$ cat src/hw/rtl/dpss_pkg.sv
package dpss_pkg;

  // Field widths of the item, result and configuration beats.
  localparam int SLOT_FIELD_W = 5;
  localparam int STATE_W      = 2;
  localparam int FLAGS_W      = 8;
  localparam int FRAME_W      = 22;
  localparam int CODING_W     = 2;
  localparam int LEVEL_W      = 3;
  localparam int LIMIT_W      = 16;
  localparam int CFG_INDEX_W  = 8;
  localparam int AGE_W        = FRAME_W + 1;

  // Frame numbers wrap at this count.
  localparam logic [AGE_W-1:0] FRAME_WRAP = 23'd2715648;

  // Action codes.
  localparam logic ACT_UPDATE = 1'b0;
  localparam logic ACT_SEND   = 1'b1;

  // Flow state codes.
  localparam logic [STATE_W-1:0] FLOW_FLOWING  = 2'd0;
  localparam logic [STATE_W-1:0] FLOW_FINISHED = 2'd1;

  // Coding restriction codes; anything else means any coding.
  localparam logic [CODING_W-1:0] CODING_GPRS = 2'd0;
  localparam logic [CODING_W-1:0] CODING_GMSK = 2'd1;

  // Status flag bit positions.
  localparam int FLAG_EGPRS   = 0;
  localparam int FLAG_WAIT    = 1;
  localparam int FLAG_CTRL_TS = 2;
  localparam int FLAG_NEED_CT = 3;
  localparam int FLAG_NEWDATA = 4;
  localparam int FLAG_RESEND  = 5;
  localparam int FLAG_WINDOW  = 6;
  localparam int FLAG_KEEP    = 7;

  // Priority levels, lowest to highest.
  localparam logic [LEVEL_W-1:0] LEVEL_NONE    = 3'd0;
  localparam logic [LEVEL_W-1:0] LEVEL_SENT    = 3'd1;
  localparam logic [LEVEL_W-1:0] LEVEL_LOW_AGE = 3'd2;
  localparam logic [LEVEL_W-1:0] LEVEL_NEWDATA = 3'd3;
  localparam logic [LEVEL_W-1:0] LEVEL_HI_AGE  = 3'd4;
  localparam logic [LEVEL_W-1:0] LEVEL_CONTROL = 3'd5;

  // Configuration register indexes.
  localparam logic [CFG_INDEX_W-1:0] REG_AGE_LOW  = 8'd0;
  localparam logic [CFG_INDEX_W-1:0] REG_AGE_HIGH = 8'd1;

  // Register reset values.
  localparam logic [LIMIT_W-1:0] AGE_LOW_RESET  = 16'd43;
  localparam logic [LIMIT_W-1:0] AGE_HIGH_RESET = 16'd433;

  // One slot record as kept in the table (valid is held apart).
  typedef struct packed {
    logic [STATE_W-1:0] flow_state;
    logic [FLAGS_W-1:0] flags;
    logic [FRAME_W-1:0] poll;
  } slot_rec_t;

  // Sequencer states.
  typedef enum logic [1:0] {
    ST_IDLE,
    ST_WALK,
    ST_OUT
  } seq_state_t;

endpackage

$ cat src/hw/rtl/dpss_item_if.sv
interface dpss_item_if import dpss_pkg::*; ();
  logic                valid;
  logic                ready;
  logic                action;
  logic [SLOT_FIELD_W-1:0] slot;
  logic                slot_valid;
  logic [STATE_W-1:0]  flow_state;
  logic [FLAGS_W-1:0]  status_flags;
  logic [FRAME_W-1:0]  last_poll_frame;
  logic [FRAME_W-1:0]  frame_number;
  logic [CODING_W-1:0] coding_limit;

  modport source (
    output valid, action, slot, slot_valid, flow_state, status_flags,
           last_poll_frame, frame_number, coding_limit,
    input  ready
  );
  modport sink (
    input  valid, action, slot, slot_valid, flow_state, status_flags,
           last_poll_frame, frame_number, coding_limit,
    output ready
  );
endinterface

$ cat src/hw/rtl/dpss_result_if.sv
interface dpss_result_if import dpss_pkg::*; ();
  logic                    valid;
  logic                    ready;
  logic                    granted;
  logic [SLOT_FIELD_W-1:0] grant_slot;
  logic [LEVEL_W-1:0]      grant_level;
  logic                    grant_egprs;

  modport source (
    output valid, granted, grant_slot, grant_level, grant_egprs,
    input  ready
  );
  modport sink (
    input  valid, granted, grant_slot, grant_level, grant_egprs,
    output ready
  );
endinterface

$ cat src/hw/rtl/dpss_cfg_if.sv
interface dpss_cfg_if import dpss_pkg::*; ();
  logic                   valid;
  logic                   ready;
  logic [CFG_INDEX_W-1:0] index;
  logic [LIMIT_W-1:0]     data;

  modport source (output valid, index, data, input ready);
  modport sink (input valid, index, data, output ready);
endinterface

$ cat src/hw/rtl/dpss_slot_table.sv
module dpss_slot_table import dpss_pkg::*; #(
  parameter int SLOT_COUNT = 32,
  parameter int SLOT_W     = 5
) (
  input  logic              clk,
  input  logic              rst,
  input  logic              wr_en,
  input  logic [SLOT_W-1:0] wr_idx,
  input  logic              wr_valid,
  input  slot_rec_t         wr_rec,
  input  logic              rd_en,
  input  logic [SLOT_W-1:0] rd_idx,
  output logic              rd_valid,
  output slot_rec_t         rd_rec
);

  slot_rec_t mem [SLOT_COUNT];
  logic      occupied [SLOT_COUNT];

  // Record storage: one write port, one registered read port.
  always_ff @(posedge clk) begin
    if (wr_en) begin
      mem[wr_idx] <= wr_rec;
    end
    if (rd_en) begin
      rd_rec <= mem[rd_idx];
    end
  end

  // Occupancy bits live in flip-flops so reset empties the table at once.
  always_ff @(posedge clk) begin
    if (rst) begin
      for (int i = 0; i < SLOT_COUNT; i++) begin
        occupied[i] <= 1'b0;
      end
      rd_valid <= 1'b0;
    end else begin
      if (wr_en) begin
        occupied[wr_idx] <= wr_valid;
      end
      if (rd_en) begin
        rd_valid <= occupied[rd_idx];
      end
    end
  end

endmodule

$ cat src/hw/rtl/dpss_grade.sv
module dpss_grade import dpss_pkg::*; (
  input  logic                occupied,
  input  slot_rec_t           rec,
  input  logic [FRAME_W-1:0]  frame_number,
  input  logic [CODING_W-1:0] coding_limit,
  input  logic [LIMIT_W-1:0]  age_limit_low,
  input  logic [LIMIT_W-1:0]  age_limit_high,
  output logic [LEVEL_W-1:0]  level
);

  logic [AGE_W-1:0]   fn_ext;
  logic [AGE_W-1:0]   poll_ext;
  logic [AGE_W-1:0]   age;
  logic               ctrl;
  logic               egprs;
  logic               eligible;
  logic               gmsk_ok;
  logic               over_high;
  logic               over_low;
  logic [LEVEL_W-1:0] raw_level;

  // Poll age with frame number wrap.
  always_comb begin
    fn_ext   = AGE_W'(frame_number);
    poll_ext = AGE_W'(rec.poll);
    if (fn_ext >= poll_ext) begin
      age = fn_ext - poll_ext;
    end else begin
      age = fn_ext + FRAME_WRAP - poll_ext;
    end
    over_high = (age > AGE_W'(age_limit_high)) && (age_limit_high != '0);
    over_low  = age > AGE_W'(age_limit_low);
  end

  // Priority grading from flags and age.
  always_comb begin
    ctrl  = rec.flags[FLAG_CTRL_TS];
    egprs = rec.flags[FLAG_EGPRS];
    if (ctrl && rec.flags[FLAG_NEED_CT]) begin
      raw_level = LEVEL_CONTROL;
    end else if (ctrl && over_high) begin
      raw_level = LEVEL_HI_AGE;
    end else if ((rec.flow_state == FLOW_FLOWING && rec.flags[FLAG_NEWDATA]) ||
                 rec.flags[FLAG_RESEND]) begin
      raw_level = LEVEL_NEWDATA;
    end else if (ctrl && over_low && rec.flags[FLAG_KEEP]) begin
      raw_level = LEVEL_LOW_AGE;
    end else if (rec.flags[FLAG_WINDOW]) begin
      raw_level = LEVEL_SENT;
    end else begin
      raw_level = LEVEL_NONE;
    end
  end

  // Skip rules and the coding restriction.
  always_comb begin
    eligible = occupied &&
               (rec.flow_state == FLOW_FLOWING || rec.flow_state == FLOW_FINISHED) &&
               !rec.flags[FLAG_WAIT] &&
               !(coding_limit == CODING_GPRS && egprs);
    if (coding_limit != CODING_GMSK || !egprs) begin
      gmsk_ok = 1'b1;
    end else if (raw_level == LEVEL_CONTROL) begin
      gmsk_ok = 1'b1;
    end else if (raw_level == LEVEL_NEWDATA) begin
      gmsk_ok = !rec.flags[FLAG_RESEND];
    end else begin
      gmsk_ok = 1'b0;
    end
    level = (eligible && gmsk_ok) ? raw_level : LEVEL_NONE;
  end

endmodule

$ cat src/hw/rtl/downlink_priority_slot_scheduler.sv
// Downlink slot scheduler with round-robin start and six priority levels.
// A status update beat writes one slot record and gives no result; an
// update to a slot at or above SLOT_COUNT is dropped. A send request beat
// walks every slot once from the round-robin pointer, reading one record
// per cycle from the slot table's read port and grading it in one shared
// grading unit. The block takes no new item during a walk. The table is
// usable right after reset: occupancy bits are flip-flops cleared by reset,
// so there is no clearing pass. Configuration writes are taken in any
// cycle and must only be issued while the block is idle.
module downlink_priority_slot_scheduler import dpss_pkg::*; #(
  parameter int SLOT_COUNT = 32
) (
  input  logic   clk,
  input  logic   rst,
  dpss_item_if.sink     item,
  dpss_result_if.source result,
  dpss_cfg_if.sink      cfg
);

  localparam int SLOT_W = (SLOT_COUNT > 1) ? $clog2(SLOT_COUNT) : 1;
  localparam int CNT_W  = $clog2(SLOT_COUNT + 1);
  localparam int EXT_W  = 7;
  localparam logic [SLOT_W-1:0] LAST_IDX = SLOT_W'(SLOT_COUNT - 1);

  seq_state_t state, state_next;

  logic [LIMIT_W-1:0]  age_limit_low;
  logic [LIMIT_W-1:0]  age_limit_high;
  logic [SLOT_W-1:0]   next_slot;
  logic [FRAME_W-1:0]  frame_number;
  logic [CODING_W-1:0] coding_limit;
  logic [CNT_W-1:0]    rd_cnt;
  logic [SLOT_W-1:0]   rd_idx;
  logic                p_vld;
  logic [SLOT_W-1:0]   p_idx;
  logic [LEVEL_W-1:0]  best_level;
  logic [SLOT_W-1:0]   best_idx;
  logic                best_egprs;

  logic                item_beat;
  logic                issue;
  logic                load_out;
  logic                can_load;
  logic                walk_done;
  logic                wr_en;
  logic [EXT_W-1:0]    slot_ext;
  logic [EXT_W-1:0]    best_ext;
  logic                tbl_valid;
  slot_rec_t           tbl_rec;
  slot_rec_t           wr_rec;
  logic [LEVEL_W-1:0]  level;

  // Configuration registers.
  assign cfg.ready = 1'b1;

  always_ff @(posedge clk) begin
    if (rst) begin
      age_limit_low  <= AGE_LOW_RESET;
      age_limit_high <= AGE_HIGH_RESET;
    end else if (cfg.valid) begin
      if (cfg.index == REG_AGE_LOW) begin
        age_limit_low <= cfg.data;
      end else if (cfg.index == REG_AGE_HIGH) begin
        age_limit_high <= cfg.data;
      end
    end
  end

  // Status updates go straight into the table.
  assign item_beat = item.valid && item.ready;
  assign slot_ext  = EXT_W'(item.slot);
  assign wr_en     = item_beat && (item.action == ACT_UPDATE) &&
                     (slot_ext < EXT_W'(SLOT_COUNT));
  assign wr_rec    = '{flow_state: item.flow_state,
                       flags:      item.status_flags,
                       poll:       item.last_poll_frame};

  dpss_slot_table #(
    .SLOT_COUNT (SLOT_COUNT),
    .SLOT_W     (SLOT_W)
  ) u_table (
    .clk      (clk),
    .rst      (rst),
    .wr_en    (wr_en),
    .wr_idx   (slot_ext[SLOT_W-1:0]),
    .wr_valid (item.slot_valid),
    .wr_rec   (wr_rec),
    .rd_en    (issue),
    .rd_idx   (rd_idx),
    .rd_valid (tbl_valid),
    .rd_rec   (tbl_rec)
  );

  dpss_grade u_grade (
    .occupied       (tbl_valid),
    .rec            (tbl_rec),
    .frame_number   (frame_number),
    .coding_limit   (coding_limit),
    .age_limit_low  (age_limit_low),
    .age_limit_high (age_limit_high),
    .level          (level)
  );

  // Sequencer state register.
  always_ff @(posedge clk) begin
    if (rst) begin
      state <= ST_IDLE;
    end else begin
      state <= state_next;
    end
  end

  assign walk_done = (rd_cnt == CNT_W'(SLOT_COUNT)) && !p_vld;
  assign can_load  = !result.valid || result.ready;

  // Next state and sequencer controls.
  always_comb begin
    state_next = state;
    item.ready = 1'b0;
    issue      = 1'b0;
    load_out   = 1'b0;
    case (state)
      ST_IDLE: begin
        item.ready = 1'b1;
        if (item.valid && item.action == ACT_SEND) begin
          state_next = ST_WALK;
        end
      end
      ST_WALK: begin
        issue = rd_cnt != CNT_W'(SLOT_COUNT);
        if (walk_done) begin
          state_next = ST_OUT;
        end
      end
      ST_OUT: begin
        if (can_load) begin
          load_out   = 1'b1;
          state_next = ST_IDLE;
        end
      end
      default: begin
        state_next = ST_IDLE;
      end
    endcase
  end

  // Walk counters, read pipeline and running best.
  always_ff @(posedge clk) begin
    if (rst) begin
      rd_cnt     <= '0;
      p_vld      <= 1'b0;
      best_level <= LEVEL_NONE;
    end else begin
      p_vld <= issue;
      if (item_beat && item.action == ACT_SEND) begin
        rd_cnt     <= '0;
        best_level <= LEVEL_NONE;
      end else begin
        if (issue) begin
          rd_cnt <= rd_cnt + CNT_W'(1);
        end
        if (p_vld && level > best_level) begin
          best_level <= level;
        end
      end
    end
  end

  always_ff @(posedge clk) begin
    if (item_beat && item.action == ACT_SEND) begin
      frame_number <= item.frame_number;
      coding_limit <= item.coding_limit;
      rd_idx       <= next_slot;
    end else if (issue) begin
      rd_idx <= (rd_idx == LAST_IDX) ? '0 : rd_idx + SLOT_W'(1);
    end
    if (issue) begin
      p_idx <= rd_idx;
    end
    if (p_vld && level > best_level) begin
      best_idx   <= p_idx;
      best_egprs <= tbl_rec.flags[FLAG_EGPRS];
    end
  end

  // Round-robin pointer moves past the winner.
  always_ff @(posedge clk) begin
    if (rst) begin
      next_slot <= '0;
    end else if (load_out && best_level != LEVEL_NONE) begin
      next_slot <= (best_idx == LAST_IDX) ? '0 : best_idx + SLOT_W'(1);
    end
  end

  // Result output register.
  assign best_ext = EXT_W'(best_idx);

  always_ff @(posedge clk) begin
    if (rst) begin
      result.valid <= 1'b0;
    end else if (load_out) begin
      result.valid <= 1'b1;
    end else if (result.ready) begin
      result.valid <= 1'b0;
    end
  end

  always_ff @(posedge clk) begin
    if (load_out) begin
      if (best_level != LEVEL_NONE) begin
        result.granted     <= 1'b1;
        result.grant_slot  <= best_ext[SLOT_FIELD_W-1:0];
        result.grant_level <= best_level;
        result.grant_egprs <= best_egprs;
      end else begin
        result.granted     <= 1'b0;
        result.grant_slot  <= '0;
        result.grant_level <= LEVEL_NONE;
        result.grant_egprs <= 1'b0;
      end
    end
  end

  // A granted beat always carries a real priority level.
  a_grant_level: assert property (@(posedge clk) disable iff (rst)
    (result.valid && result.granted) |-> (result.grant_level != LEVEL_NONE))
    else $error("granted result without a priority level");

  // A beat with no grant carries all-zero fields.
  a_no_grant_zero: assert property (@(posedge clk) disable iff (rst)
    (result.valid && !result.granted) |->
      (result.grant_slot == '0 && result.grant_level == LEVEL_NONE &&
       !result.grant_egprs))
    else $error("result without grant has nonzero fields");

  // The round-robin pointer stays inside the table.
  a_ptr_range: assert property (@(posedge clk) disable iff (rst)
    EXT_W'(next_slot) < EXT_W'(SLOT_COUNT))
    else $error("round-robin pointer beyond table");

  // Finishing a walk always presents a result beat.
  a_out_loaded: assert property (@(posedge clk) disable iff (rst)
    (state == ST_OUT && can_load) |=> (result.valid && state == ST_IDLE))
    else $error("walk finished without a result beat");

endmodule
$ cat src/flat_wrapper.sv
// flat-port wrapper written by rule: the top's interface ports become plain ports
module downlink_priority_slot_scheduler_flat import dpss_pkg::*;
#(
  parameter int SLOT_COUNT = 32
)
  (clk, rst, item_valid, item_action, item_slot, item_slot_valid, item_flow_state, item_status_flags, item_last_poll_frame, item_frame_number, item_coding_limit, item_ready, result_valid, result_granted, result_grant_slot, result_grant_level, result_grant_egprs, result_ready, cfg_valid, cfg_index, cfg_data, cfg_ready);
  dpss_item_if item_i ();
  dpss_result_if result_i ();
  dpss_cfg_if cfg_i ();
  input  logic clk;
  input  logic rst;
  input wire logic [$bits(item_i.valid)-1:0] item_valid;
  input wire logic [$bits(item_i.action)-1:0] item_action;
  input wire logic [$bits(item_i.slot)-1:0] item_slot;
  input wire logic [$bits(item_i.slot_valid)-1:0] item_slot_valid;
  input wire logic [$bits(item_i.flow_state)-1:0] item_flow_state;
  input wire logic [$bits(item_i.status_flags)-1:0] item_status_flags;
  input wire logic [$bits(item_i.last_poll_frame)-1:0] item_last_poll_frame;
  input wire logic [$bits(item_i.frame_number)-1:0] item_frame_number;
  input wire logic [$bits(item_i.coding_limit)-1:0] item_coding_limit;
  output wire logic [$bits(item_i.ready)-1:0] item_ready;
  output wire logic [$bits(result_i.valid)-1:0] result_valid;
  output wire logic [$bits(result_i.granted)-1:0] result_granted;
  output wire logic [$bits(result_i.grant_slot)-1:0] result_grant_slot;
  output wire logic [$bits(result_i.grant_level)-1:0] result_grant_level;
  output wire logic [$bits(result_i.grant_egprs)-1:0] result_grant_egprs;
  input wire logic [$bits(result_i.ready)-1:0] result_ready;
  input wire logic [$bits(cfg_i.valid)-1:0] cfg_valid;
  input wire logic [$bits(cfg_i.index)-1:0] cfg_index;
  input wire logic [$bits(cfg_i.data)-1:0] cfg_data;
  output wire logic [$bits(cfg_i.ready)-1:0] cfg_ready;
  assign item_i.valid = item_valid;
  assign item_i.action = item_action;
  assign item_i.slot = item_slot;
  assign item_i.slot_valid = item_slot_valid;
  assign item_i.flow_state = item_flow_state;
  assign item_i.status_flags = item_status_flags;
  assign item_i.last_poll_frame = item_last_poll_frame;
  assign item_i.frame_number = item_frame_number;
  assign item_i.coding_limit = item_coding_limit;
  assign item_ready = item_i.ready;
  assign result_valid = result_i.valid;
  assign result_granted = result_i.granted;
  assign result_grant_slot = result_i.grant_slot;
  assign result_grant_level = result_i.grant_level;
  assign result_grant_egprs = result_i.grant_egprs;
  assign result_i.ready = result_ready;
  assign cfg_i.valid = cfg_valid;
  assign cfg_i.index = cfg_index;
  assign cfg_i.data = cfg_data;
  assign cfg_ready = cfg_i.ready;
  downlink_priority_slot_scheduler #(.SLOT_COUNT(SLOT_COUNT)) u_core (.clk(clk), .rst(rst), .item(item_i), .result(result_i), .cfg(cfg_i));
endmodule
$ cat config.mk
export PLATFORM = sky130hd
export DESIGN_NAME = downlink_priority_slot_scheduler_flat
export DESIGN_NICKNAME = d
export VERILOG_FILES = /design/src/hw/rtl/dpss_pkg.sv /design/src/hw/rtl/dpss_item_if.sv /design/src/hw/rtl/dpss_result_if.sv /design/src/hw/rtl/dpss_cfg_if.sv /design/src/hw/rtl/dpss_slot_table.sv /design/src/hw/rtl/dpss_grade.sv /design/src/hw/rtl/downlink_priority_slot_scheduler.sv /design/src/flat_wrapper.sv
export SDC_FILE = /design/constraint.sdc
export NUM_CORES = 1
export LEC_CHECK = 0
export BUFFER_PORTS_ARGS = -buffer_cell sky130_fd_sc_hd__buf_4
export CAP_MARGIN = 25
export CELL_PAD_IN_SITES_DETAIL_PLACEMENT = 0
export CELL_PAD_IN_SITES_GLOBAL_PLACEMENT = 1
export CORE_MARGIN = 5
export CORE_UTILIZATION = 30
export DETAILED_ROUTE_END_ITERATION = 8
export PLACE_DENSITY_LB_ADDON = 0.1
export SYNTH_ARGS = -nofsm -noshare
export SYNTH_HDL_FRONTEND = slang
export SYNTH_SLANG_ARGS = --single-unit
$ cat constraint.sdc
create_clock -name clk -period 9.55 [get_ports clk]
set_input_delay 1.91 -clock clk [delete_from_list [all_inputs] [get_ports clk]]
set_output_delay 1.91 -clock clk [all_outputs]
set_load 0.01 [all_outputs]
==> results.ini <==
[sta]
fin_crit_ns=6.74
fin_crit_sh_pct=70.6
slew_headroom_pct=30.5
worst-slew-pin-transition_ns=1.04
setup_violations=0
fin_worst_skew_ns=0.0211
tns_ns=0
maxSlewViolCount=0
rsz0062_at_grt=false
max_freq_mhz=148
finalHoldViolations=0

[worst_hold_path]
worstHoldStart=u_core.p_idx[1]
worstHoldEndpoint=u_core.best_idx[1]
worstHoldPathCells=0
hp-class=flop to flop

[synth]
yosysWarnings=0
netlist.area_leader.share_pct=69.6
yosysTopAreaCell=edfxtp_1
synthFlopType=edfxtp_1
async_reset_ff_share_pct=0
synth_fp_nets=2721
synth.distinct_cells=65
ys_seq_elements=1189
syn_avg_cell_area_sq_um=19.5
syn-cell-area_sq_um=49100
synth_cells=2523
synth-edff-count=1138
seq_area_frac_synth_pct=71.6
synthTopCellsByArea=edfxtp_1, mux4_2, ha_1

[clock_tree]
cts_tree=built
cts-root-buf=clkbuf_16
h-tree-depth=4
cts_buffers=138
cts_buffer_depth=3
path_clk_slew_ns=0.06
clock_sink_count=1189
cts_setup_buffers=0
insertion_delay_ns=0.77
cts_hold_buf=0
cts_resized=0

[worst_setup_path]
crit_arrival_ns=7.41
critPathLaunchType=flop
timing.rr.end=u_core.best_level[0]
r2r_slack_ns=2.81
endpoint_kind=flop
r2r.worst_path.cells=28
critPathMaxFanout=9
crit_type=flop to flop
cp.required_ns=10.22
worst_path_largest_cell_delay_ns=0.76
cp_slowest_cell=o31ai_1
regToRegStartpoint=u_core.u_table.rd_rec[1]

[layout]
nNetsFinal=2906
regArea_sq_um=35200
final_common_cell=edfxtp_1
final_area_sq_um=57300
drive_gt1_share_pct=28.0
layout_common_cells=edfxtp_1, mux4_2, buf_4, clkbuf_16, inv_1
n_fill_cell=15103
final_core_util_pct=35.2
multi_input_area_sq_um=13200
synthToLayoutAreaGrowth_pct=16.6

[pwr]
p_leak_nw=18.5
powerDensity_nw_per_um2=215
irDropWorstVdd_mv=0.107

[global_route]
grt-ovfl-total=0
grt_pass1_wl_um=200000
grt_max_degree=111
antenna_found_initial=13
grt_pass1_vias=26165
grt_usage_pct=16.5

[outcome]
status=complete, no violations

[floorplanning]
initial_utilization_pct=30.2
io_pins=105
core_sq_um=163000
fp.dieH_um=415
fp.dieW_um=415
design.die.area_sq_um=172000
num_rows=148

[place]
gp_congestion=0.820
portBuffers=103
place_area_sq_um=52900
hpwlAfterDp_um=76300

[detailed_routing]
routedWlPerCell_um=28.6
drc=0
wirelength_um=143000
vias_per_cell=4.92
num_vias=24580
drtAntennaViolNets=0
drtPass1Iterations=6
drt-initial-drc-count=1899

[flow_run]
cap_violations=0

worst max-delay path: cells and delay by family, from the launching register on:
kind / cells / cell delay (ns)
AOI/OAI and AO/OA: 14 / 3.75
xor gates and xnor gates: 1 / 0.14
adders and majority gates: 4 / 1.26
buffers and inverters: 3 / 0.39
DFF: 1 / 0.35
and+or+nand+nor: 6 / 0.72
final cells by class:
| cell class | instances | area share [%] |
|---|---|---|
| diodes | 4 | 0.0175 |
| clock buffers | 168 | 6.32 |
| clock inverters | 79 | 1.32 |
| flip-flops and latches | 1189 | 61.5 |
| multi-input cells | 1098 | 23.1 |
| repair buffers | 163 | 2.24 |
| well taps | 2175 | 4.75 |
| inverters | 118 | 0.773 |
state kept, by name, indices dropped and copies added, names as in the netlist, 5 cells and up:
name                      count
u_core.u_table.occupied      32
u_core.frame_number          22
u_core.u_table.mem         1024
u_core.next_slot              5
u_core.age_limit_high        16
u_core.best_idx               5
u_core.p_idx                  5
u_core.rd_idx                 5
u_core.rd_cnt                 6
u_core.age_limit_low         16
u_core.result.grant_slot      5
u_core.u_table.rd_rec        32
per-layer routing:
metal	part of all wire, %	GRT usage (%)	vias up	wire length, um
met2	51	28.4	570	72200
met3	5.1	3.66	182	7230
li1	-	-	10632	-
met4	2.7	4.89	2	3780
met1	42	20.8	13194	59500
met5	0.0091	0	-	13
logic make-up (layout without fill, tap and decap cells):
logic type	count (synthesis)	after routing	share of synthesized area [%]
xor gates and xnor gates	41	41	0.731
muxes	391	391	16.5
buffers and inverters	236	528	1.83
AOI/OAI and AO/OA	196	196	2.69
adders and majority gates	106	106	2.96
and+or+nand+nor	363	363	3.67
DFF	1189	1189	71.6
other	1	5	0.00763
cells in the mapped netlist (12+ instances only):
cell type	instances
and2_1	12
nand3_1	26
nand2_1	62
dfxtp_1	51
xor2_1	18
nor2b_1	16
nand2b_1	20
fa_1	17
edfxtp_1	1138
inv_1	118
nand4_1	15
clkbuf_1	87
o21ai_0	35
nor3_1	36
nor2_1	111
buf_1	27
mux4_2	330
mux2_2	34
mux2i_1	27
xnor2_1	23
ha_1	89
a31oi_1	17
a21oi_1	49
a21o_1	13
or2_2	32
report_power, final:
group / internal (W) / switching, W / leakage [nW]
clock: 0.00301 / 0.00213 / 2.15
sequential: 0.00577 / 0.0000260 / 10.7
combinational: 0.000583 / 0.000801 / 5.64
total: 0.00936 / 0.00295 / 18.5
worst max path at each step:
stage	endpoint	slack, ns	start	cells past startpoint
floorplan	u_core.best_level[0]	3.92	u_core.u_table.rd_rec[6]	29
global placement	u_core.best_level[0]	2.39	u_core.u_table.rd_rec[9]	27
detailed placement	u_core.best_level[0]	2.73	u_core.u_table.rd_rec[1]	28
CTS	u_core.best_level[0]	2.69	u_core.u_table.rd_rec[6]	28
global route	u_core.best_level[0]	2.17	u_core.frame_number[1]	29
finish	u_core.best_level[0]	2.81	u_core.u_table.rd_rec[1]	28
stage by stage:
step           hold slack [ns]  total power (W)  instances  setup slack, ns
3_3_place_gp             0.414          0.00732       4741             2.39
4_1_cts                  0.418           0.0125       4990             2.69
5_1_grt                  0.438           0.0128       4991             2.17
3_5_place_dp             0.405          0.00732       4743             2.73
6_report                 0.417           0.0123       4994             2.81
2_1_floorplan            0.400          0.00678       2523             3.92
(Power assumes the default switching activity.)
